File: src/design/rsl_pkg.sv
package rsl_pkg;

    // Command codes carried in the input item
    typedef enum logic [1:0] {
        CMD_SAMPLE  = 2'd0,
        CMD_RESTART = 2'd1,
        CMD_READ    = 2'd2,
        CMD_STOP    = 2'd3
    } cmd_e;

    // Result status codes
    typedef enum logic [2:0] {
        STS_NONFINITE = 3'd0,
        STS_APPENDED  = 3'd1,
        STS_REPLACED  = 3'd2,
        STS_DISCARDED = 3'd3,
        STS_RESTARTED = 3'd4,
        STS_READ_OK   = 3'd5,
        STS_INACTIVE  = 3'd6,
        STS_READ_OOR  = 3'd7
    } status_e;

    // Top-level sequencer states
    typedef enum logic [2:0] {
        ST_IDLE,
        ST_EXEC,
        ST_LCG,
        ST_DIV,
        ST_DONE
    } state_e;

    // Generator step phases
    typedef enum logic [1:0] {
        LP_IDLE,
        LP_HI,
        LP_SUM
    } lcg_phase_e;

    localparam int          COORD_W    = 32;
    localparam int          CAP_CFG_W  = 11;
    localparam int          LCG_W      = 64;
    localparam int          LCG_MUL_W  = 21;
    localparam int          LCG_SHIFT  = 16;
    localparam int          DVD_W      = LCG_W - LCG_SHIFT;
    localparam int          DVD_CNT_W  = $clog2(DVD_W);

    localparam logic [LCG_MUL_W-1:0] LCG_MUL  = 21'd1664525;
    localparam logic [31:0]          LCG_ADD  = 32'd1013904223;
    localparam logic [LCG_W-1:0]     LCG_SEED = 64'h9E3779B97F4A7C15;
    localparam logic [CAP_CFG_W-1:0] CAP_RESET = 11'd1024;

    typedef struct packed {
        logic [1:0]         command;
        logic [COORD_W-1:0] sample_x;
        logic [COORD_W-1:0] sample_y;
        logic [COORD_W-1:0] sample_z;
        logic [9:0]         read_index;
    } in_item_t;

    typedef struct packed {
        logic [2:0]         status;
        logic [31:0]        seen_count;
        logic [10:0]        stored_count;
        logic [9:0]         slot_used;
        logic [COORD_W-1:0] out_x;
        logic [COORD_W-1:0] out_y;
        logic [COORD_W-1:0] out_z;
    } out_item_t;

    // Exponent field all ones: infinity or NaN
    function automatic logic is_nonfinite(input logic [COORD_W-1:0] bits);
        return &bits[30:23];
    endfunction

endpackage

File: src/design/rsl_rem_unit.sv
module rsl_rem_unit #(
    parameter int CW = 32
) (
    input  logic                          aclk,
    input  logic                          aresetn,
    input  logic                          start,
    input  logic [rsl_pkg::DVD_W-1:0]     dividend,
    input  logic [CW-1:0]                 divisor,
    output logic                          done,
    output logic [CW-1:0]                 remainder
);

    logic                              busy_reg, busy_next;
    logic                              done_reg, done_next;
    logic [rsl_pkg::DVD_CNT_W-1:0]     cnt_reg, cnt_next;
    logic [rsl_pkg::DVD_W-1:0]         dvd_reg, dvd_next;
    logic [CW-1:0]                     rem_reg, rem_next;
    logic [CW-1:0]                     div_reg, div_next;

    logic [CW:0] trial;
    logic [CW:0] diff;

    // Restoring remainder, one dividend bit per cycle
    assign trial = {rem_reg, dvd_reg[rsl_pkg::DVD_W-1]};
    assign diff  = trial - {1'b0, div_reg};

    always_comb begin
        busy_next = busy_reg;
        done_next = 1'b0;
        cnt_next  = cnt_reg;
        dvd_next  = dvd_reg;
        rem_next  = rem_reg;
        div_next  = div_reg;
        if (start) begin
            busy_next = 1'b1;
            cnt_next  = '0;
            dvd_next  = dividend;
            rem_next  = '0;
            div_next  = divisor;
        end else if (busy_reg) begin
            dvd_next = {dvd_reg[rsl_pkg::DVD_W-2:0], 1'b0};
            rem_next = (trial >= {1'b0, div_reg}) ? diff[CW-1:0] : trial[CW-1:0];
            cnt_next = cnt_reg + rsl_pkg::DVD_CNT_W'(1);
            if (cnt_reg == rsl_pkg::DVD_CNT_W'(rsl_pkg::DVD_W - 1)) begin
                busy_next = 1'b0;
                done_next = 1'b1;
            end
        end
    end

    always_ff @(posedge aclk) begin
        if (!aresetn) begin
            busy_reg <= 1'b0;
            done_reg <= 1'b0;
        end else begin
            busy_reg <= busy_next;
            done_reg <= done_next;
        end
    end

    always_ff @(posedge aclk) begin
        cnt_reg <= cnt_next;
        dvd_reg <= dvd_next;
        rem_reg <= rem_next;
        div_reg <= div_next;
    end

    assign done      = done_reg;
    assign remainder = rem_reg;

endmodule

File: config.mk
export PLATFORM = sky130hd
export DESIGN_NAME = rsl_rem_unit
export DESIGN_NICKNAME = d
export VERILOG_FILES = /design/src/design/rsl_pkg.sv /design/src/design/rsl_rem_unit.sv
export SDC_FILE = /design/constraint.sdc
export NUM_CORES = 1
export LEC_CHECK = 0
export BUFFER_PORTS_ARGS = -buffer_cell sky130_fd_sc_hd__buf_2
export CELL_PAD_IN_SITES_DETAIL_PLACEMENT = 0
export CELL_PAD_IN_SITES_GLOBAL_PLACEMENT = 1
export CORE_MARGIN = 1.5
export CORE_UTILIZATION = 48
export DETAILED_ROUTE_END_ITERATION = 12
export HOLD_SLACK_MARGIN = 0.05
export PLACE_DENSITY = 0.89
export REMOVE_ABC_BUFFERS = 1
export SYNTH_ARGS = -nofsm -noshare
export SYNTH_HDL_FRONTEND = slang
export SYNTH_SLANG_ARGS = --single-unit
File: constraint.sdc
create_clock -name aclk -period 5.2 [get_ports aclk]
set_clock_uncertainty 0.2 [all_clocks]
set_input_delay 1.04 -clock aclk [delete_from_list [all_inputs] [get_ports aclk]]
set_output_delay 1.04 -clock aclk [all_outputs]
set_load 0.05 [all_outputs]
==> impl_metrics.ini <==
[final_layout]
layout-drive-gt1-share_pct = 29.25
stdcell_count = 894
diodes = 0
largest_register_ffs = 48
synthToLayoutAreaGrowth_pct = 19.98
post-route-util_pct = 58.61
fin_nets = 822

[die]
io_pins = 116
fp.dieW_um = 118.9
initial_utilization_pct = 48.85
dieHeight_um = 118.9
core_area_um2 = 13190
die-area_um2 = 14130
row_count = 42

[clock_tree]
tritoncts = done
post-cts-setup-buffer-count = 0
clk_pin_slew_worst_paths_ns = 0.06
cts_sinks = 120
root_buffer = clkbuf_16
cts_made_buffers = 17
clockBufferDepth = 2
insertion_delay_ns = 0.43
ctsResizeCount = 0
htree_levels = 4
cts_hold_buf = 0

[route]
routedWlPerCell_um = 14.87
via_per_inst = 5.367
vias = 4798
dr.pass1.iters = 4
ant_nets = 0
drt_wl_total_mm = 13.29
drt_iter0_drc = 163
drc = 0

[worst_hold_path]
min-delay-start = cnt_reg[5]
holdPathStages = 2
hold_end = cnt_reg[5]
hold_class = flip-flop to flip-flop

[sta]
max_slew_margin_pct = 26.62
fmax_mhz = 278.4
fin_crit_sh_pct = 69.08
rsz0062_at_grt = no
post-route-min-period_ns = 3.592
finalSetupTns_ns = 0
setup_ws_ns = 1.608
maxSlewViolCount = 0
setup_viol = 0
tightest_slew_ns = 1.101
hold_viol_final = 0

[pwr]
pwr-share-comb_pct = 19.9
switching_share_pct = 29.16
p_per_area_nw_per_um2 = 365.0
internal-power_mw = 1.999
seqPwrFrac_pct = 40.9
power.switching_uw = 822.9
p_leak_nw = 3.320
irDropWorstVdd_v = 0.0002532
clkPwrFrac_pct = 39.2

[job]
drv_cap = 0

[critical_path]
rr_worst_depth = 11
r2r_setup_slack_ns = 1.61
arrival_ns = 3.69
crit_fanout = 22
reg2reg_to = remainder[13]
rr_startpoint = remainder[0]
critPathCaptureType = flip-flop
crit_required_ns = 5.30
startpoint_type = flip-flop
critical_path_class = flip-flop to flip-flop

[yosys]
synthCells = 591
yosysMostFrequentCell = edfxtp_1
yosysSeqAreaShare_pct = 49.71
yosysTopAreaCell = edfxtp_1
yosysTopAreaCellShare_pct = 37.28
synth-edff-count = 80
avgSynthCellArea_um2 = 10.90
ys_types = 58
syn_area_um2 = 6444
synthTopCellsByCount = edfxtp_1 (80), nor2_1 (61), mux2_2 (48)
synthFlopType = edfxtp_1
ys_async_sr_fraction_pct = 0
synth-seq-cells = 120
yosys_warnings = 0
yosys-top-cells-area = edfxtp_1 (37%), dfxtp_1 (12%), mux2_2 (8.4%), ha_1 (6.4%), nor2_1 (3.6%)

[place]
gp_congestion = 0.8859
dp_hpwl_mm = 9.644
place_ws_ns = 1.588
dp_cells = 862
numPortBuffers = 115

[global_route]
grt_max_degree = 70
grt_pass1_wl_mm = 22.26
grt_pass1_vias = 4727
track_usage_pct = 19.99
antenna_found_initial = 0
grt_overflow_total = 0

[status]
status = finished clean
==> critical path: stages, from the launching register on <==
cell and delay [ns]:
dfxtp_1 0.44, ha_1 0.28, nor2b_1 0.14, o31a_1 0.29, a21oi_1 0.28, a2111o_1 0.29
a21oi_4 0.11, a21oi_4 0.51, buf_4 0.37, mux2_1 0.35, mux2i_1 0.15, nor2_1 0.06
==> power by group through the flow <==
| stage | combinational [mW] | sequential (mW) | clock, mW |
|---|---|---|---|
| 2_1_floorplan | 0.341 | 1.24 | 0 |
| 3_3_place_gp | 0.553 | 1.17 | 0 |
| 3_5_place_dp | 0.564 | 1.18 | 0 |
| 4_1_cts | 0.566 | 1.16 | 1.13 |
| 5_1_grt | 0.621 | 1.17 | 1.16 |
| 6_report | 0.561 | 1.16 | 1.11 |
==> metal layers <==
metal	wire length, µm	vias up	track usage, %	share of wire (%)
met2	6181	118	31.47	46
met5	0	-	0	0
li1	-	2401	-	-
met3	982	18	8.429	7.4
met4	231	0	7.907	1.7
met1	5899	2261	24.37	44
==> how the worst max path moves through the flow <==
stage | from | to | slack [ns] | cells past startpoint
2_1_floorplan | remainder[13] | remainder[2] | 1.10 | 10
6_report | remainder[0] | remainder[13] | 1.61 | 11
3_5_place_dp | remainder[0] | remainder[13] | 1.59 | 11
5_1_grt | div_reg[1] | remainder[17] | 1.35 | 12
4_1_cts | remainder[0] | remainder[13] | 1.57 | 11
3_3_place_gp | div_reg[14] | remainder[13] | 1.73 | 12
==> layout by cell type, fill, tap and decap left out, types with 4 or more instances in the layout <==
master	instances
buf_2	114
edfxtp_1	80
nor2_1	61
mux2_2	48
a21oi_1	45
inv_1	39
dfxtp_1	39
ha_1	33
a211oi_1	27
nand2_1	20
o21ai_0	17
clkbuf_16	17
xor2_1	14
xnor2_1	13
mux2i_1	11
a21o_1	11
nand2b_1	9
nand4_1	8
o21a_1	8
nand3_1	8
nor2b_1	6
o21ai_1	6
nor3_1	6
buf_4	6
and3_1	5
a31oi_1	5
o21bai_1	5
clkinvlp_4	4
clkinv_4	4
==> cells by family (layout without fill, tap and decap cells) <==
family                     count (synthesis)  after routing  share of synthesized area (%)
and+or+nand+nor                          140            140                          10.52
DFF                                      120            120                          49.71
AOI/OAI and AO/OA                        146            146                          15.07
xor gates and xnor gates                  27             27                          3.670
adders and majority gates                 34             34                          6.719
muxes                                     60             60                          10.27
buffers and inverters                     64            191                          4.039
==> layout make-up <==
| cell class | count | area [µm²] |
|---|---|---|
| clock buffers | 18 | 429.2 |
| clock inverters | 14 | 127.6 |
| fillers | 1178 | 5459 |
| inverters | 39 | 146.4 |
| multi-input cells | 407 | 2988 |
| flip-flops and latches | 120 | 3204 |
| well taps | 176 | 220.2 |
| repair buffers | 120 | 615.6 |
==> stage by stage <==
step                power [mW]  hold WS (ns)  cell area [µm²]
finish                   2.822        0.3044             7731
global route             2.952        0.3111             7731
CTS                      2.848        0.3023             7731
detailed placement       1.739        0.2959             7174
global placement         1.725        0.2641             7174
floorplan                1.582        0.2476             6330
(Power assumes the default switching activity.)
