<file path="config.mk">
export PLATFORM = sky130hd
export DESIGN_NAME = rsl_lcg_step
export DESIGN_NICKNAME = d
export VERILOG_FILES = /design/src/design/rsl_pkg.sv /design/src/design/rsl_lcg_step.sv
export SDC_FILE = /design/constraint.sdc
export NUM_CORES = 1
export LEC_CHECK = 0
export ABC_AREA = 1
export BUFFER_PORTS_ARGS = -buffer_cell sky130_fd_sc_hd__buf_2
export CAP_MARGIN = 20
export CORE_MARGIN = 3
export CORE_UTILIZATION = 64
export CTS_BUF_LIST = sky130_fd_sc_hd__clkbuf_16
export DETAILED_ROUTE_END_ITERATION = 16
export PLACE_DENSITY = 0.83
export SLEW_MARGIN = 40
export SYNTH_ARGS = -nofsm -noshare
export SYNTH_HDL_FRONTEND = slang
export SYNTH_SLANG_ARGS = --single-unit
</file>
<file path="constraint.sdc">
create_clock -name aclk -period 8.4 [get_ports aclk]
set_input_delay 0.84 -clock aclk [delete_from_list [all_inputs] [get_ports aclk]]
set_output_delay 0.84 -clock aclk [all_outputs]
set_load 0.005 [all_outputs]
</file>
<file path="src/design/rsl_pkg.sv">
package rsl_pkg;

    // Command codes carried in the input item
    typedef enum logic [1:0] {
        CMD_SAMPLE  = 2'd0,
        CMD_RESTART = 2'd1,
        CMD_READ    = 2'd2,
        CMD_STOP    = 2'd3
    } cmd_e;

    // Result status codes
    typedef enum logic [2:0] {
        STS_NONFINITE = 3'd0,
        STS_APPENDED  = 3'd1,
        STS_REPLACED  = 3'd2,
        STS_DISCARDED = 3'd3,
        STS_RESTARTED = 3'd4,
        STS_READ_OK   = 3'd5,
        STS_INACTIVE  = 3'd6,
        STS_READ_OOR  = 3'd7
    } status_e;

    // Top-level sequencer states
    typedef enum logic [2:0] {
        ST_IDLE,
        ST_EXEC,
        ST_LCG,
        ST_DIV,
        ST_DONE
    } state_e;

    // Generator step phases
    typedef enum logic [1:0] {
        LP_IDLE,
        LP_HI,
        LP_SUM
    } lcg_phase_e;

    localparam int          COORD_W    = 32;
    localparam int          CAP_CFG_W  = 11;
    localparam int          LCG_W      = 64;
    localparam int          LCG_MUL_W  = 21;
    localparam int          LCG_SHIFT  = 16;
    localparam int          DVD_W      = LCG_W - LCG_SHIFT;
    localparam int          DVD_CNT_W  = $clog2(DVD_W);

    localparam logic [LCG_MUL_W-1:0] LCG_MUL  = 21'd1664525;
    localparam logic [31:0]          LCG_ADD  = 32'd1013904223;
    localparam logic [LCG_W-1:0]     LCG_SEED = 64'h9E3779B97F4A7C15;
    localparam logic [CAP_CFG_W-1:0] CAP_RESET = 11'd1024;

    typedef struct packed {
        logic [1:0]         command;
        logic [COORD_W-1:0] sample_x;
        logic [COORD_W-1:0] sample_y;
        logic [COORD_W-1:0] sample_z;
        logic [9:0]         read_index;
    } in_item_t;

    typedef struct packed {
        logic [2:0]         status;
        logic [31:0]        seen_count;
        logic [10:0]        stored_count;
        logic [9:0]         slot_used;
        logic [COORD_W-1:0] out_x;
        logic [COORD_W-1:0] out_y;
        logic [COORD_W-1:0] out_z;
    } out_item_t;

    // Exponent field all ones: infinity or NaN
    function automatic logic is_nonfinite(input logic [COORD_W-1:0] bits);
        return &bits[30:23];
    endfunction

endpackage

</file>
<file path="src/design/rsl_lcg_step.sv">
module rsl_lcg_step (
    input  logic                          aclk,
    input  logic                          aresetn,
    input  logic                          start,
    input  logic [rsl_pkg::LCG_W-1:0]     state_in,
    output logic                          done,
    output logic [rsl_pkg::LCG_W-1:0]     state_out
);

    rsl_pkg::lcg_phase_e phase_reg, phase_next;
    logic                done_reg, done_next;
    logic [53:0]         acc_reg;
    logic [31:0]         hi_prod_reg;
    logic [rsl_pkg::LCG_W-1:0] res_reg;

    logic [31:0]                       mul_a;
    logic [31+rsl_pkg::LCG_MUL_W:0]    mul_p;

    // One 32x21 multiplier, shared by the low and high halves
    assign mul_a = start ? state_in[31:0] : state_in[63:32];
    assign mul_p = mul_a * rsl_pkg::LCG_MUL;

    always_comb begin
        phase_next = phase_reg;
        done_next  = 1'b0;
        case (phase_reg)
            rsl_pkg::LP_IDLE: begin
                if (start) begin
                    phase_next = rsl_pkg::LP_HI;
                end
            end
            rsl_pkg::LP_HI: begin
                phase_next = rsl_pkg::LP_SUM;
            end
            rsl_pkg::LP_SUM: begin
                phase_next = rsl_pkg::LP_IDLE;
                done_next  = 1'b1;
            end
            default: begin
                phase_next = rsl_pkg::LP_IDLE;
            end
        endcase
    end

    always_ff @(posedge aclk) begin
        if (!aresetn) begin
            phase_reg <= rsl_pkg::LP_IDLE;
            done_reg  <= 1'b0;
        end else begin
            phase_reg <= phase_next;
            done_reg  <= done_next;
        end
    end

    always_ff @(posedge aclk) begin
        if (phase_reg == rsl_pkg::LP_IDLE && start) begin
            acc_reg <= 54'(mul_p) + 54'(rsl_pkg::LCG_ADD);
        end
        if (phase_reg == rsl_pkg::LP_HI) begin
            hi_prod_reg <= mul_p[31:0];
        end
        if (phase_reg == rsl_pkg::LP_SUM) begin
            res_reg <= 64'(acc_reg) + {hi_prod_reg, 32'h0};
        end
    end

    assign done      = done_reg;
    assign state_out = res_reg;

endmodule

</file>
==> run metrics <==
cell area after synthesis 0.0210 mm^2; Worst Path Required 8600 ps; number of flip-flops under the largest register name 64; worst-margin pin slew 783 ps; hold wc startpoint acc_reg[8]; mean post-synth cell area 8.04 um^2; CTS tree built; family with the most delay on the worst path adder cells; critical setup path kind primary input to flop; global routing usage on met1 0.425; average wire length per cell after detail routing 18.9 um; total half-perimeter wirelength after legalization and detailed placement 52,400 um; count of vias placed by the detailed router 17,800; Worst-Skew Late Latency 440 ps; vias in the first global route 18,400; launching instance or port of the critical path start; endpoint kind of the worst setup timing path flop; via/cell ratio 5.50; launching element type of the critical path primary input; met2 demand-to-capacity share in global routing 0.647; dpl cells 3,194; Async S/R FF share, synth 0; detailed-route DRC error count 0; setup repair after global routing missed its margin no; post-synth top area cell sky130_fd_sc_hd__edfxtp_1; routability-driven placement congestion ratio 1.01; worst-case headroom to the max-slew limit 0.478; ant diodes 0; Post-Syn Instances 2,612; global-route wire length before repair 96,200 um; largest net degree at the start of global routing 65; standard-cell row count 65; Core ar. 0.0320 mm^2; count of input and output buffers 131; Post-Layout Cell Count 3,227; max-cap check violation count 0; clock buffer count from CTS 17; Clock Pin Slew Worst Setup and Hold Paths 70 ps; buffers and inverters on the worst path 9; proportion of synthesized chip area in sequential cells 0.217; prevailing post-synth register cell sky130_fd_sc_hd__edfxtp_1; result of the run complete, no violations; worst hold-check path type flop to flop; global-route layer with the greatest usage met2; crit path max-delay cell type sky130_fd_sc_hd__fa_1; synth-to-layout area growth 9.32%; detailed-router iteration count before antenna repair 6; I/O pin cnt 132; clock buffer depth 2; Yosys top cell area share 0.215; initial detailed-routing violation count 1,219; H-tree levels 4; GR Layer Usage met3 0.0380; share of layout cells above drive strength 1 0.109; floorplan die area 0.0350 mm^2; utilization after layout 0.718; floorplan die height 187 um; top post-synthesis cells by area sky130_fd_sc_hd__edfxtp_1, sky130_fd_sc_hd__fa_1, sky130_fd_sc_hd__ha_1; reg-to-reg startpoint hi_prod_reg[0]; clock skew after layout 13.9 ps; final routed wirelength across all metal layers 60,900 um; highest cell delay on the worst timing path 550 ps; final net count 3,345; part of the cycle the worst path needs 0.958; number of warnings issued by yosys 0; number of sinks handled by clock tree synthesis 153; flops & latches, synth 153; Clock Root Buffer sky130_fd_sc_hd__clkbuf_16; number of distinct library cell variants in the gate-level netlist after synthesis 44; Pins Over Slew Limit 0; gr ovfl total 0; initial antenna violation count 0; initial standard-cell utilization of the core 0.657; Post-synth EDFFs 150; fmax 124 MHz; worst-path maximum fanout 23; final setup violation count 0; Arr. time, crit path 8240 ps; chip width 187 um; Final Hold Viols 0; time the worst path needs with I/O delays and setup 8050 ps; post-detailed-route count of antenna-violating nets 0; nets in the synthesized netlist 3,178; GRT Total Usage 0.353
==> per-stage QoR <==
step | instance area [um^2] | TNS (ps) | setup WS [ps] | hold slack (ps)
floorplan | 21000 | 0 | 1110 | 400
global placement | 22400 | -46.1 | -42.8 | 401
detailed placement | 22400 | -341 | -84.5 | 405
CTS | 22900 | 0 | 341 | 413
global route | 23000 | 0 | 26.1 | 420
finish | 23000 | 0 | 351 | 411
==> cells by family after synthesis <==
logic type,after synthesis,share of synthesized area
xor+xnor,71,0.0307
compound gates,128,0.0332
simple gates,1114,0.229
buf+inv,647,0.116
flops,153,0.217
fa+ha+maj,499,0.375
==> worst paths after layout <==
kind                            slack (ps)  depth (start not counted)            end
worst max-delay path                   350                         35    acc_reg[44]
worst min-delay path                   410                          0   state_out[8]
worst max register to register        4950                         12  state_out[62]
worst min register to register         410                          0   state_out[8]
==> final cells by class <==
| cell class | instances | area, um^2 |
|---|---|---|
| inverters | 641 | 2410 |
| flip-flops and latches | 153 | 4560 |
| multi-input cells | 1812 | 14000 |
| clock buffers | 17 | 425 |
| clock inverters | 15 | 153 |
| fillers | 2501 | 9000 |
| repair buffers | 154 | 841 |
| well taps | 435 | 544 |
==> cells in the mapped netlist (24+ instances only) <==
cell                         n
sky130_fd_sc_hd__a21oi_1    60
sky130_fd_sc_hd__edfxtp_1  150
sky130_fd_sc_hd__xor2_1     48
sky130_fd_sc_hd__nand3_1    98
sky130_fd_sc_hd__fa_1      216
sky130_fd_sc_hd__or2_2      24
sky130_fd_sc_hd__nand2_2    35
sky130_fd_sc_hd__nand4_1    41
sky130_fd_sc_hd__inv_1     634
sky130_fd_sc_hd__ha_1      283
sky130_fd_sc_hd__nand2_1   686
sky130_fd_sc_hd__o21ai_0    45
sky130_fd_sc_hd__nor2_1    166
==> cell usage in the layout (no fill, tap or decap), types with 4 or more instances in the layout <==
cell,synthesis,layout
sky130_fd_sc_hd__nand3b_1,6,6
sky130_fd_sc_hd__inv_2,6,9
sky130_fd_sc_hd__xor2_1,48,48
sky130_fd_sc_hd__o21a_1,4,4
sky130_fd_sc_hd__nand2_4,5,5
sky130_fd_sc_hd__nand2_1,686,686
sky130_fd_sc_hd__nand2_2,35,35
sky130_fd_sc_hd__clkbuf_16,0,17
sky130_fd_sc_hd__a21oi_1,60,60
sky130_fd_sc_hd__o21ai_0,45,43
sky130_fd_sc_hd__ha_1,283,283
sky130_fd_sc_hd__nand4_1,41,41
sky130_fd_sc_hd__nor2_2,20,22
sky130_fd_sc_hd__inv_6,0,6
sky130_fd_sc_hd__buf_2,0,131
sky130_fd_sc_hd__nor2_1,166,163
sky130_fd_sc_hd__or2_2,24,24
sky130_fd_sc_hd__edfxtp_1,150,150
sky130_fd_sc_hd__nor2_4,3,4
sky130_fd_sc_hd__xnor2_1,20,20
sky130_fd_sc_hd__a31oi_1,4,4
sky130_fd_sc_hd__nand3_2,9,9
sky130_fd_sc_hd__nor3_1,13,12
sky130_fd_sc_hd__nand3_1,98,98
sky130_fd_sc_hd__inv_1,634,631
sky130_fd_sc_hd__buf_4,0,22
sky130_fd_sc_hd__fa_1,216,216
==> metal layers <==
layer  share of wire  routed length (um)  up-vias
li1                -                   -     8388
met1            0.39               23900     8414
met2            0.51               30900      803
met3           0.058                3500      154
met4           0.042                2570        0
met5               0                   0        -
==> what timing repair did <==
action | in CTS | in global routing
gates resized for setup | 0 | 6
buffers inserted | 0 | 0
hold endpoints to repair | 0 | 0
setup endpoints to repair | 0 | 4
hold buffers | 0 | 0
Power is left out: the tool's default activity adds up to more than one toggle a clock period on the data nets, which glitch-free logic cannot reach.
